$ cat src/rtl/core/lcdt_pkg.sv
// ----------------------------------------------------------------------------
// lcdt_pkg
// types, codes and the row start table of the character terminal
// ----------------------------------------------------------------------------
package lcdt_pkg;

  localparam int unsigned MaxColumnsDefault = 40;

  typedef logic [7:0] char_t;
  typedef logic [1:0] kind_t;
  typedef logic [1:0] cfg_idx_t;
  typedef logic [5:0] cfg_data_t;
  typedef logic [5:0] col_t;
  typedef logic [1:0] row_t;

  // result kinds
  localparam kind_t KIND_INSTR     = 2'd0;
  localparam kind_t KIND_DATA      = 2'd1;
  localparam kind_t KIND_BACKLIGHT = 2'd2;

  // register indexes
  localparam cfg_idx_t CFG_COLUMNS   = 2'd0;
  localparam cfg_idx_t CFG_ROWS      = 2'd1;
  localparam cfg_idx_t CFG_TAB_WIDTH = 2'd2;
  localparam cfg_idx_t CFG_TABLE_SEL = 2'd3;

  // register reset values
  localparam logic [5:0] COLUMNS_RESET   = 6'd16;
  localparam logic [2:0] ROWS_RESET      = 3'd2;
  localparam logic [4:0] TAB_WIDTH_RESET = 5'd4;
  localparam logic       TABLE_SEL_RESET = 1'b0;

  // control codes
  localparam char_t CHAR_BEL = 8'h07;
  localparam char_t CHAR_BS  = 8'h08;
  localparam char_t CHAR_TAB = 8'h09;
  localparam char_t CHAR_LF  = 8'h0A;
  localparam char_t CHAR_FF  = 8'h0C;
  localparam char_t CHAR_CR  = 8'h0D;

  // controller bytes
  localparam logic [7:0] INSTR_CLEAR   = 8'h01;
  localparam logic [7:0] INSTR_SET_DDR = 8'h80;
  localparam logic [7:0] DATA_SPACE    = 8'h20;
  localparam logic [7:0] LIGHT_OFF     = 8'h00;
  localparam logic [7:0] LIGHT_ON      = 8'h01;

  typedef struct packed {
    logic [7:0] cmd;
    col_t       col;
    row_t       row;
  } cursor_cmd_t;

  function automatic logic [6:0] row_start(input logic sel, input row_t row);
    logic [6:0] s;
    unique case (row)
      2'd0:    s = 7'h00;
      2'd1:    s = 7'h40;
      2'd2:    s = sel ? 7'h10 : 7'h14;
      default: s = sel ? 7'h50 : 7'h54;
    endcase
    return s;
  endfunction

endpackage

$ cat src/rtl/core/lcdt_if.sv
// ----------------------------------------------------------------------------
// lcdt_if
// valid/ready channels of the character terminal
// ----------------------------------------------------------------------------
interface lcdt_char_if;
  logic                 valid;
  logic                 ready;
  lcdt_pkg::char_t      char_code;

  modport source (output valid, output char_code, input ready);
  modport sink   (input valid, input char_code, output ready);
endinterface

interface lcdt_res_if;
  logic                 valid;
  logic                 ready;
  lcdt_pkg::kind_t      kind;
  logic [7:0]           value;
  logic                 last;

  modport source (output valid, output kind, output value, output last, input ready);
  modport sink   (input valid, input kind, input value, input last, output ready);
endinterface

interface lcdt_cfg_if;
  logic                 valid;
  logic                 ready;
  lcdt_pkg::cfg_idx_t   index;
  lcdt_pkg::cfg_data_t  data;

  modport source (output valid, output index, output data, input ready);
  modport sink   (input valid, input index, input data, output ready);
endinterface

$ cat src/rtl/core/lcdt_cursor_cmd.sv
// ----------------------------------------------------------------------------
// lcdt_cursor_cmd
// wraps an out-of-range cursor position to zero and forms the set-address instruction
// ----------------------------------------------------------------------------
module lcdt_cursor_cmd (
  input  logic [6:0]            x_i,
  input  logic [2:0]            y_i,
  input  logic [5:0]            width_i,
  input  logic [2:0]            height_i,
  input  logic                  table_sel_i,
  output lcdt_pkg::cursor_cmd_t cmd_o
);

  lcdt_pkg::col_t xc;
  lcdt_pkg::row_t yc;
  logic [6:0]     addr;

  always_comb begin
    xc   = (x_i >= {1'b0, width_i}) ? '0 : x_i[5:0];
    yc   = (y_i >= height_i) ? '0 : y_i[1:0];
    addr = {1'b0, xc} + lcdt_pkg::row_start(table_sel_i, yc);
    cmd_o.cmd = lcdt_pkg::INSTR_SET_DDR | {1'b0, addr};
    cmd_o.col = xc;
    cmd_o.row = yc;
  end

endmodule

$ cat src/rtl/core/lcd_character_terminal.sv
// ----------------------------------------------------------------------------
// lcd_character_terminal
// turns character codes into controller instruction, data and backlight bytes
// ----------------------------------------------------------------------------
//  channel  dir  handshake      payload
//  char_i   in   valid/ready    char_code
//  res_o    out  valid/ready    kind, value, last
//  cfg_i    in   valid/ready    index, data (always ready)
//
//  a character is taken in idle, then one result byte per cycle while res_o
//  is free; a printable code that wraps first feeds a line of spaces
//  tab first steps an accumulator by tab_width until it passes the column
//  char_i ready only between characters; res_o stalls hold the sequencer
//  reset clears cursor and registers to their reset values, no clearing pass
// ----------------------------------------------------------------------------
module lcd_character_terminal #(
  parameter int unsigned MAX_COLUMNS = lcdt_pkg::MaxColumnsDefault
) (
  input  logic     clk_i,
  input  logic     rst_ni,
  lcdt_char_if.sink  char_i,
  lcdt_res_if.source res_o,
  lcdt_cfg_if.sink   cfg_i
);

  typedef enum logic [3:0] {
    S_IDLE, S_TAB, S_SETCUR, S_NL1, S_NLSP, S_NL2, S_DATA, S_CLEAR, S_BELL0, S_BELL1
  } state_e;

  state_e          state_q;
  logic [5:0]      columns_q;
  logic [2:0]      rows_q;
  logic [4:0]      tab_q;
  logic            sel_q;
  lcdt_pkg::col_t  col_q;
  lcdt_pkg::row_t  row_q;
  lcdt_pkg::char_t char_q;
  logic [6:0]      x_q;
  logic [2:0]      y_q;
  logic [6:0]      acc_q;
  logic [5:0]      cnt_q;
  logic            pend_q;
  logic            res_valid_q;
  lcdt_pkg::kind_t res_kind_q;
  logic [7:0]      res_value_q;
  logic            res_last_q;

  logic [5:0]            width;
  logic [2:0]            height;
  logic [4:0]            tab_eff;
  logic                  slot_free;
  logic [6:0]            cur_x;
  logic [2:0]            cur_y;
  lcdt_pkg::cursor_cmd_t cur;

  always_comb begin
    if (columns_q == '0) begin
      width = 6'd1;
    end else if ({26'd0, columns_q} > MAX_COLUMNS) begin
      width = 6'(MAX_COLUMNS);
    end else begin
      width = columns_q;
    end
    if (rows_q == '0) begin
      height = 3'd1;
    end else if (rows_q > 3'd4) begin
      height = 3'd4;
    end else begin
      height = rows_q;
    end
    tab_eff = (tab_q == '0) ? 5'd1 : tab_q;
  end

  always_comb begin
    unique case (state_q)
      S_NL1: begin
        cur_x = '0;
        cur_y = {1'b0, row_q} + 3'd1;
      end
      S_NL2: begin
        cur_x = {1'b0, col_q};
        cur_y = {1'b0, row_q};
      end
      default: begin
        cur_x = x_q;
        cur_y = y_q;
      end
    endcase
  end

  lcdt_cursor_cmd u_cursor_cmd (
    .x_i         (cur_x),
    .y_i         (cur_y),
    .width_i     (width),
    .height_i    (height),
    .table_sel_i (sel_q),
    .cmd_o       (cur)
  );

  assign slot_free     = !res_valid_q || res_o.ready;
  assign char_i.ready  = (state_q == S_IDLE);
  assign res_o.valid   = res_valid_q;
  assign res_o.kind    = res_kind_q;
  assign res_o.value   = res_value_q;
  assign res_o.last    = res_last_q;
  assign cfg_i.ready   = 1'b1;

  // configuration registers
  always_ff @(posedge clk_i or negedge rst_ni) begin
    if (!rst_ni) begin
      columns_q <= lcdt_pkg::COLUMNS_RESET;
      rows_q    <= lcdt_pkg::ROWS_RESET;
      tab_q     <= lcdt_pkg::TAB_WIDTH_RESET;
      sel_q     <= lcdt_pkg::TABLE_SEL_RESET;
    end else if (cfg_i.valid) begin
      unique case (cfg_i.index)
        lcdt_pkg::CFG_COLUMNS:   columns_q <= cfg_i.data;
        lcdt_pkg::CFG_ROWS:      rows_q    <= cfg_i.data[2:0];
        lcdt_pkg::CFG_TAB_WIDTH: tab_q     <= cfg_i.data[4:0];
        lcdt_pkg::CFG_TABLE_SEL: sel_q     <= cfg_i.data[0];
        default: ;
      endcase
    end
  end

  // sequencer
  always_ff @(posedge clk_i or negedge rst_ni) begin
    if (!rst_ni) begin
      state_q     <= S_IDLE;
      col_q       <= '0;
      row_q       <= '0;
      char_q      <= '0;
      x_q         <= '0;
      y_q         <= '0;
      acc_q       <= '0;
      cnt_q       <= '0;
      pend_q      <= 1'b0;
      res_valid_q <= 1'b0;
      res_kind_q  <= lcdt_pkg::KIND_INSTR;
      res_value_q <= '0;
      res_last_q  <= 1'b0;
    end else begin
      unique case (state_q)
        S_IDLE: begin
          if (res_o.ready) begin
            res_valid_q <= 1'b0;
          end
          if (char_i.valid) begin
            char_q <= char_i.char_code;
            pend_q <= 1'b0;
            acc_q  <= '0;
            unique case (char_i.char_code)
              lcdt_pkg::CHAR_CR: begin
                x_q     <= '0;
                y_q     <= {1'b0, row_q};
                state_q <= S_SETCUR;
              end
              lcdt_pkg::CHAR_LF: state_q <= S_NL1;
              lcdt_pkg::CHAR_TAB: state_q <= S_TAB;
              lcdt_pkg::CHAR_FF: state_q <= S_CLEAR;
              lcdt_pkg::CHAR_BS: begin
                x_q     <= (col_q == '0) ? '1 : {1'b0, col_q - 6'd1};
                y_q     <= {1'b0, row_q};
                state_q <= S_SETCUR;
              end
              lcdt_pkg::CHAR_BEL: state_q <= S_BELL0;
              default: begin
                if (col_q >= width) begin
                  pend_q  <= 1'b1;
                  state_q <= S_NL1;
                end else begin
                  state_q <= S_DATA;
                end
              end
            endcase
          end
        end
        S_TAB: begin
          if (res_o.ready) begin
            res_valid_q <= 1'b0;
          end
          if (acc_q <= {1'b0, col_q}) begin
            acc_q <= acc_q + {2'b00, tab_eff};
          end else begin
            x_q     <= acc_q;
            y_q     <= {1'b0, row_q} + {2'b00, (acc_q >= {1'b0, width})};
            state_q <= S_SETCUR;
          end
        end
        S_SETCUR: begin
          if (slot_free) begin
            res_valid_q <= 1'b1;
            res_kind_q  <= lcdt_pkg::KIND_INSTR;
            res_value_q <= cur.cmd;
            res_last_q  <= 1'b1;
            col_q       <= cur.col;
            row_q       <= cur.row;
            state_q     <= S_IDLE;
          end
        end
        S_NL1: begin
          if (slot_free) begin
            res_valid_q <= 1'b1;
            res_kind_q  <= lcdt_pkg::KIND_INSTR;
            res_value_q <= cur.cmd;
            res_last_q  <= 1'b0;
            col_q       <= cur.col;
            row_q       <= cur.row;
            cnt_q       <= '0;
            state_q     <= S_NLSP;
          end
        end
        S_NLSP: begin
          if (slot_free) begin
            res_valid_q <= 1'b1;
            res_kind_q  <= lcdt_pkg::KIND_DATA;
            res_value_q <= lcdt_pkg::DATA_SPACE;
            res_last_q  <= 1'b0;
            cnt_q       <= cnt_q + 6'd1;
            if (cnt_q == width - 6'd1) begin
              state_q <= S_NL2;
            end
          end
        end
        S_NL2: begin
          if (slot_free) begin
            res_valid_q <= 1'b1;
            res_kind_q  <= lcdt_pkg::KIND_INSTR;
            res_value_q <= cur.cmd;
            res_last_q  <= !pend_q;
            col_q       <= cur.col;
            row_q       <= cur.row;
            state_q     <= pend_q ? S_DATA : S_IDLE;
          end
        end
        S_DATA: begin
          if (slot_free) begin
            res_valid_q <= 1'b1;
            res_kind_q  <= lcdt_pkg::KIND_DATA;
            res_value_q <= char_q;
            res_last_q  <= 1'b1;
            col_q       <= col_q + 6'd1;
            state_q     <= S_IDLE;
          end
        end
        S_CLEAR: begin
          if (slot_free) begin
            res_valid_q <= 1'b1;
            res_kind_q  <= lcdt_pkg::KIND_INSTR;
            res_value_q <= lcdt_pkg::INSTR_CLEAR;
            res_last_q  <= 1'b1;
            col_q       <= '0;
            row_q       <= '0;
            state_q     <= S_IDLE;
          end
        end
        S_BELL0: begin
          if (slot_free) begin
            res_valid_q <= 1'b1;
            res_kind_q  <= lcdt_pkg::KIND_BACKLIGHT;
            res_value_q <= lcdt_pkg::LIGHT_OFF;
            res_last_q  <= 1'b0;
            state_q     <= S_BELL1;
          end
        end
        S_BELL1: begin
          if (slot_free) begin
            res_valid_q <= 1'b1;
            res_kind_q  <= lcdt_pkg::KIND_BACKLIGHT;
            res_value_q <= lcdt_pkg::LIGHT_ON;
            res_last_q  <= 1'b1;
            state_q     <= S_IDLE;
          end
        end
        default: begin
          if (res_o.ready) begin
            res_valid_q <= 1'b0;
          end
          state_q <= S_IDLE;
        end
      endcase
    end
  end

endmodule

$ cat src/flat_wrapper.sv
// flat-port wrapper written by rule: the top's interface ports become plain ports
module lcd_character_terminal_flat 
#(
  parameter int unsigned MAX_COLUMNS = lcdt_pkg::MaxColumnsDefault
)
  (clk_i, rst_ni, char_i_valid, char_i_char_code, char_i_ready, res_o_valid, res_o_kind, res_o_value, res_o_last, res_o_ready, cfg_i_valid, cfg_i_index, cfg_i_data, cfg_i_ready);
  lcdt_char_if char_i_i ();
  lcdt_res_if res_o_i ();
  lcdt_cfg_if cfg_i_i ();
  input  logic clk_i;
  input  logic rst_ni;
  input wire logic [$bits(char_i_i.valid)-1:0] char_i_valid;
  input wire logic [$bits(char_i_i.char_code)-1:0] char_i_char_code;
  output wire logic [$bits(char_i_i.ready)-1:0] char_i_ready;
  output wire logic [$bits(res_o_i.valid)-1:0] res_o_valid;
  output wire logic [$bits(res_o_i.kind)-1:0] res_o_kind;
  output wire logic [$bits(res_o_i.value)-1:0] res_o_value;
  output wire logic [$bits(res_o_i.last)-1:0] res_o_last;
  input wire logic [$bits(res_o_i.ready)-1:0] res_o_ready;
  input wire logic [$bits(cfg_i_i.valid)-1:0] cfg_i_valid;
  input wire logic [$bits(cfg_i_i.index)-1:0] cfg_i_index;
  input wire logic [$bits(cfg_i_i.data)-1:0] cfg_i_data;
  output wire logic [$bits(cfg_i_i.ready)-1:0] cfg_i_ready;
  assign char_i_i.valid = char_i_valid;
  assign char_i_i.char_code = char_i_char_code;
  assign char_i_ready = char_i_i.ready;
  assign res_o_valid = res_o_i.valid;
  assign res_o_kind = res_o_i.kind;
  assign res_o_value = res_o_i.value;
  assign res_o_last = res_o_i.last;
  assign res_o_i.ready = res_o_ready;
  assign cfg_i_i.valid = cfg_i_valid;
  assign cfg_i_i.index = cfg_i_index;
  assign cfg_i_i.data = cfg_i_data;
  assign cfg_i_ready = cfg_i_i.ready;
  lcd_character_terminal #(.MAX_COLUMNS(MAX_COLUMNS)) u_core (.clk_i(clk_i), .rst_ni(rst_ni), .char_i(char_i_i), .res_o(res_o_i), .cfg_i(cfg_i_i));
endmodule
$ cat config.mk
export PLATFORM = sky130hd
export DESIGN_NAME = lcd_character_terminal_flat
export DESIGN_NICKNAME = d
export VERILOG_FILES = /design/src/rtl/core/lcdt_pkg.sv /design/src/rtl/core/lcdt_if.sv /design/src/rtl/core/lcdt_cursor_cmd.sv /design/src/rtl/core/lcd_character_terminal.sv /design/src/flat_wrapper.sv
export SDC_FILE = /design/constraint.sdc
export NUM_CORES = 1
export LEC_CHECK = 0
export ABC_AREA = 0
export BUFFER_PORTS_ARGS = -buffer_cell sky130_fd_sc_hd__buf_2
export CAP_MARGIN = 40
export CORE_MARGIN = 2
export CORE_UTILIZATION = 45
export CTS_CLUSTER_SIZE = 10
export DETAILED_ROUTE_END_ITERATION = 12
export PLACE_DENSITY = 0.64
export SYNTH_ARGS = -nofsm -noshare
export SYNTH_HDL_FRONTEND = slang
export SYNTH_SLANG_ARGS = --single-unit
$ cat constraint.sdc
create_clock -name clk_i -period 6.7 [get_ports clk_i]
set_input_delay 1.34 -clock clk_i [delete_from_list [all_inputs] [get_ports clk_i]]
set_output_delay 1.34 -clock clk_i [all_outputs]
set_load 0.01 [all_outputs]
== After elaboration in Yosys (flattened, before gate mapping) ==
Index checks and enable logic that the tools add are counted.
Storage, ports and cells
  register bits after elaboration: 71
  word-level logic and storage cells: 179
Operators by class
  equal/unequal tests: 41
  reductions and logical operators: 44
  multiplexer cells: 62
  add/sub/neg operators: 8
  order comparisons: 7
Operator list (number)
  $pmux W7 S2: 4
  $mux W6: 7
  $eq A8 B4 Y1 const B: 5
  $mux W8: 5
  $pmux W8 S5: 1
  $mux W7: 5
  $mux W4: 8
  $ne A2 B1 Y1 const B: 16
  $pmux W4 S7: 1
  $mux W3: 9
  $pmux W7 S3: 1
  $pmux W4 S5: 1
  $reduce_and A4 Y1: 5
  $pmux W6 S3: 1
  $eq A4 B3 Y1 const B: 4
  $ge A7 B6 Y1: 2
  $add A6 B1 Y6 const B: 2
  $logic_not A6 Y1: 2
  $pmux W3 S2: 2
  $pmux W6 S2: 1
  $reduce_and A2 Y1: 6
  $sub A6 B1 Y6 const B: 2
  $mux W2: 5
  $reduce_and A3 Y1: 3
  39 further kinds: 64

== Logic depth before layout (Yosys ltp) ==
  word-level depth: 10
  depth in mapped cells: 18

== Hierarchy ==
Synthesis repeated with hierarchy kept, for this count alone.
Second synthesis, totals
  cells, all modules: 574
  area, all modules: 5325.1 um^2
By module, submodules not included
  lcd_character_terminal: instances 1, cells each 515, area each 4883.4 um^2
  lcdt_cursor_cmd: instances 1, cells each 59, area each 441.7 um^2

== Least setup slack after synthesis ==
OpenSTA, ideal clock, no wires.
  path type: register -> register
  start: register u_core.state_q[1]
  end: register u_core.res_value_q[6] (netlist: u_core.res_o.value[6])
  data arrival time: 3.401 ns
  setup slack: 3.230 ns
  stages on the path, launching flop included: 19
  library setup time: 0.069 ns
  path through: dfrtp_1 > buf_2 > and4bb_2 > nor2_2 > nand2_1 > o21ai_0 > inv_1 > ha_1 > nand2b_1 > a21o_1 > a211oi_1 > o21a_1 > and2_1 > ha_1 > ha_1 > a21o_1 > nand2_1 > or4b_1 > nand3_1
On the way
  word-level cells in the longest chain between the ends: 9
RTL lines
  start: declaration: line lcd_character_terminal.sv:30  | state_e state_q;
  start signal: assignment: line lcd_character_terminal.sv:233  | state_q <= pend_q ? S_DATA : S_IDLE;
  $eq A4 B3 Y1 / $eq A4 B2 Y1 (equally long branches): line lcd_character_terminal.sv:75, lcd_character_terminal.sv:143
  $pmux W3 S2: line lcd_character_terminal.sv:75  | unique case (state_q)
  $ge A3 B3 Y1: line lcdt_cursor_cmd.sv:20  | yc = (y_i >= height_i) ? '0 : y_i[1:0];
  $mux W2: line lcdt_cursor_cmd.sv:20
  $eq A2 B2 Y1 (tied with other cells): line lcdt_pkg.sv:56  | unique case (row)
  $pmux W7 S3: line lcdt_pkg.sv:56
  $add A6 B7 Y7: line lcdt_cursor_cmd.sv:21  | addr = {1'b0, xc} + lcdt_pkg::row_start(table_sel_i, yc);
  $mux W8: line lcd_character_terminal.sv:191, lcd_character_terminal.sv:202, lcd_character_terminal.sv:226
  $pmux W8 S5: line lcd_character_terminal.sv:143  | unique case (state_q)
  end signal: assignment: line lcd_character_terminal.sv:194  | res_value_q <= cur.cmd;
  end signal: assignment: line lcd_character_terminal.sv:205  | res_value_q <= cur.cmd;
  end signal: assignment: line lcd_character_terminal.sv:229  | res_value_q <= cur.cmd;
  end: declaration: line lcd_character_terminal.sv:45  | logic [7:0] res_value_q;
Parallel ways exist; a longest one is shown, timed or not. The select of a mux whose other input is x is not followed.
A chain may end at the register's enable or synchronous reset.

== Worst setup path after layout ==
  start: register u_core.state_q[3]
  end: register u_core.res_value_q[6] (netlist: u_core.res_o.value[6])
Same word-level chain as after synthesis.

==> flow_summary_export.csv <==
group,metric,value,unit
outcome,status,"finished, final reports clean",
synth,seq_area_frac_synth,34.6,%
synth,yosys.area_share.simple,19.0,%
power_and_ir_drop,p_leak,2.58,nW
route,wl_per_cell,17.9,microns
power_and_ir_drop,p_sw_share,41.4,%
cells_and_area,drive_gt1_share,15.4,%
min_path,hold_path_class,"reg -> reg",
setup_path,crit_type,"reg -> reg",
global_route,antenna_found_initial,0,
route,route.detailed.drc,0,
route,drt-met1-wl,6050,microns
global_route,grt_usage,21.7,%
route,num_vias,4383,
global_route,gr-total-overflow,0,
synth,synth_nets,624,
synth,synthCells,560,
floorplan,coreArea,11300,sq um
synth,syn_area,5150,sq um
power_and_ir_drop,p_switching,0.000940,W
route,wl_met2,6170,microns
floorplan,die_y,111,microns
power_and_ir_drop,peakVddDrop,217,uV
synth,synth_top_family_by_area,"compound AO/OA/AOI/OAI gates",
route,highest_layer,"met4",
clock_network,postCtsHoldBufs,0,
floorplan,die_area,12300,sq um
synth,synth-main-ff-cell,"dfrtp_1",
clock_network,cts_tree,"done",
clock_network,root_buffer,"clkbuf_16",
cells_and_area,syn_to_final_growth,11.1,%
synth,synth-edff-count,0,
timing,whs,0.472,ns
synth,async_flop_share,100,%
route,met3_length,585,microns
setup_path,timing.rr.start,"u_core.state_q[3]",
setup_path,worstSetupEndpointType,"flip-flop",
cells_and_area,antennaDiodeCount,0,
clock_network,clkTransAtPathRegs,0.06,ns
floorplan,ioPinCount,35,
synth,synth_fa_ha_area_share,10.6,%
floorplan,fp.dieW,111,microns
synth,synth_top_cell_by_area,"dfrtp_1",
setup_path,critPathArrivalTime,4.63,ns
clock_network,cts.path.max_buffers,2,
setup_path,r2r_cells,17,
synth,synth-seq-cells,71,
cells_and_area,final_area,5720,sq um
run,maxCapViolations,0,
power_and_ir_drop,power_density,397,nW/um^2
place,place_congestion,0.892,
route,dr.pass1.iters,5,
place,hpwl,9730,microns
cells_and_area,final_nets,643,
timing,timing.slew.headroom,41.8,%
global_route,grt_first_pass_wirelength,21300,microns
clock_network,cts_inserted_buffers,9,
synth,ys_warn_count,0,
place,port_buffers,33,
timing,hold_viol,0,
setup_path,reg2reg_setup_slack,2.34,ns
floorplan,row_count,39,
power_and_ir_drop,power.internal,0.00133,W
timing,period_needed,4.36,ns
timing,setup_viol,0,
power_and_ir_drop,comb_power_share,45.6,%
synth,synthMuxAreaShare,5.98,%
timing,worstMarginPinSlew,0.873,ns
power_and_ir_drop,power,0.00227,W
timing,drv_slew,0,
route,wl,13000,microns
synth,ys_types,75,
synth,synth_compound_area_share,22.4,%
route,ant_nets,0,
clock_network,cts_sinks,71,
clock_network,post_cts_buffers,0,
timing,max_freq,229,MHz
synth,ys_top_cells_by_area,"dfrtp_1, ha_1, mux2_2",
route,vias_per_cell,6.03,
power_and_ir_drop,clockPowerShare,21.5,%
setup_path,r2r-end,"u_core.res_o.value[6]",
clock_network,htree_levels,3,
timing,post-route-period-util,65.1,%
route,initialDrtViolationCount,302,
setup_path,crit_required,6.97,ns
timing,finalSetupTns,0,ns
global_route,grt_max_degree,46,
min_path,min_path_cells,2,
place,dpl_cell_area,5420,sq um
min_path,hp-start,"u_core.res_o.value[4]",
synth,synthDominantCellAreaShare,33.0,%
timing,clock_skew,0.00506,ns
synth,syn_avg_cell_area,9.20,sq um
floorplan,initial_core_util,45.7,%
timing,rsz0062_at_grt,"no",
clock_network,ctsResizeCount,0,
global_route,grt_pass1_vias,4098,
power_and_ir_drop,seqPwrFrac,33.0,%
setup_path,worstPathMaxFanout,29,
setup_path,cp-start-kind,"flip-flop",
synth,synth_xor_area_share,3.06,%
clock_network,clk_latency,0.33,ns
min_path,min_to,"u_core.res_o.value[4]",
==> cell families (layout without fill, tap and decap cells) <==
family	Yosys count	after routing
AO/OA/AOI/OAI	166	166
XOR/XNOR	18	18
AND/OR/NAND/NOR	180	180
multiplexers	28	28
buffers and inverters	53	77
other	1	1
flip-flops	71	71
adder cells (fa/ha/maj)	43	43
==> cells in the final DEF (no fill, tap or decap), types with 6 or more instances in the layout <==
cell	instances
nor2_1	33
clkbuf_16	9
and2_1	6
mux2_2	22
o31ai_1	6
nand2b_1	11
and3_1	6
nand2_1	51
a21oi_1	27
xor2_1	10
buf_2	34
a21o_1	13
a22oi_1	7
o211ai_1	8
inv_1	22
o21ai_0	43
xnor2_1	8
a22o_1	9
dfrtp_1	68
mux2i_1	6
a221o_1	6
ha_1	42
nand3_1	16
nor2b_1	16
==> worst max-delay path by stage <==
stage	from	endpoint	slack (ns)	cells past startpoint
after floorplan	u_core.state_q[1]	u_core.res_o.value[6]	3.23	18
after global placement	u_core.state_q[3]	u_core.res_o.value[6]	2.58	17
after detailed placement	u_core.state_q[3]	u_core.res_o.value[6]	2.41	17
after CTS	u_core.state_q[3]	u_core.res_o.value[6]	2.38	17
after global routing	u_core.state_q[3]	u_core.res_o.value[6]	2.01	17
final	u_core.state_q[3]	u_core.res_o.value[6]	2.34	17
==> flip-flops by register name, summed over array words and instances (netlist names), 4 cells and up <==
signal and flops:
u_core.col_q 6, u_core.x_q 7, u_core.state_q 4, u_core.res_o.value 8, u_core.cnt_q 6, u_core.tab_q 5
u_core.acc_q 7, u_core.columns_q 6, u_core.char_q 8
==> stage by stage <==
step | cells | setup slack, ns | util [%]
after floorplan | 560 | 3.23 | -
after global placement | 706 | 2.58 | 47.6
after detailed placement | 711 | 2.41 | 48.1
after CTS | 727 | 2.38 | 50.7
after global routing | 727 | 2.01 | 50.7
final | 727 | 2.34 | 50.7
==> metal layers <==
| metal | GRT usage, % | vias to the layer above |
|---|---|---|
| li1 | - | 2105 |
| met5 | 0 | - |
| met4 | 6.50 | 0 |
| met2 | 34.8 | 129 |
| met3 | 3.77 | 17 |
| met1 | 30.1 | 2132 |
==> Yosys cell counts, drive strengths merged (7+ instances only) <==
library cell and instances:
dfrtp 68, nand2 51, o21ai 44, ha 42, nor2 34, a21oi 27, inv 22, mux2 22
buf 16, nand3 16, nor2b 16, clkbuf 15, a21o 13, nand2b 11, xor2 10, a22o 9
o211ai 8, o31ai 8, xnor2 8, a22oi 7
==> critical path, stage by stage (launching register included) <==
cell	delay [ns]
dfrtp_1	0.91
and4bb_2	0.34
nor2_2	0.28
nand2_1	0.08
o21ai_0	0.16
inv_1	0.09
ha_1	0.27
nand2b_1	0.14
a21o_1	0.18
a211oi_1	0.27
o21a_1	0.28
and2_1	0.16
ha_1	0.19
ha_1	0.19
a21o_1	0.12
nand2_1	0.07
or4b_1	0.47
nand3_1	0.09
==> power groups by stage <==
| stage | logic [W] | registers [W] | clock network [W] |
|---|---|---|---|
| final | 0.00104 | 0.000749 | 0.000488 |
| after detailed placement | 0.00103 | 0.000753 | 0 |
| after global placement | 0.000990 | 0.000748 | 0 |
| after floorplan | 0.000821 | 0.000669 | 0 |
| after CTS | 0.00104 | 0.000747 | 0.000497 |
| after global routing | 0.00116 | 0.000774 | 0.000515 |
==> final cells by class <==
| cell class | instances | area (sq um) |
|---|---|---|
| fill | 1023 | 5550 |
| multi-input combinational | 436 | 3140 |
| clock inverter | 3 | 42.5 |
| timing repair buffer | 39 | 230 |
| tap | 143 | 179 |
| inverter | 22 | 82.6 |
| clock buffer | 13 | 260 |
| sequential | 71 | 1780 |
Note: power is estimated with default switching activity, not from simulation.
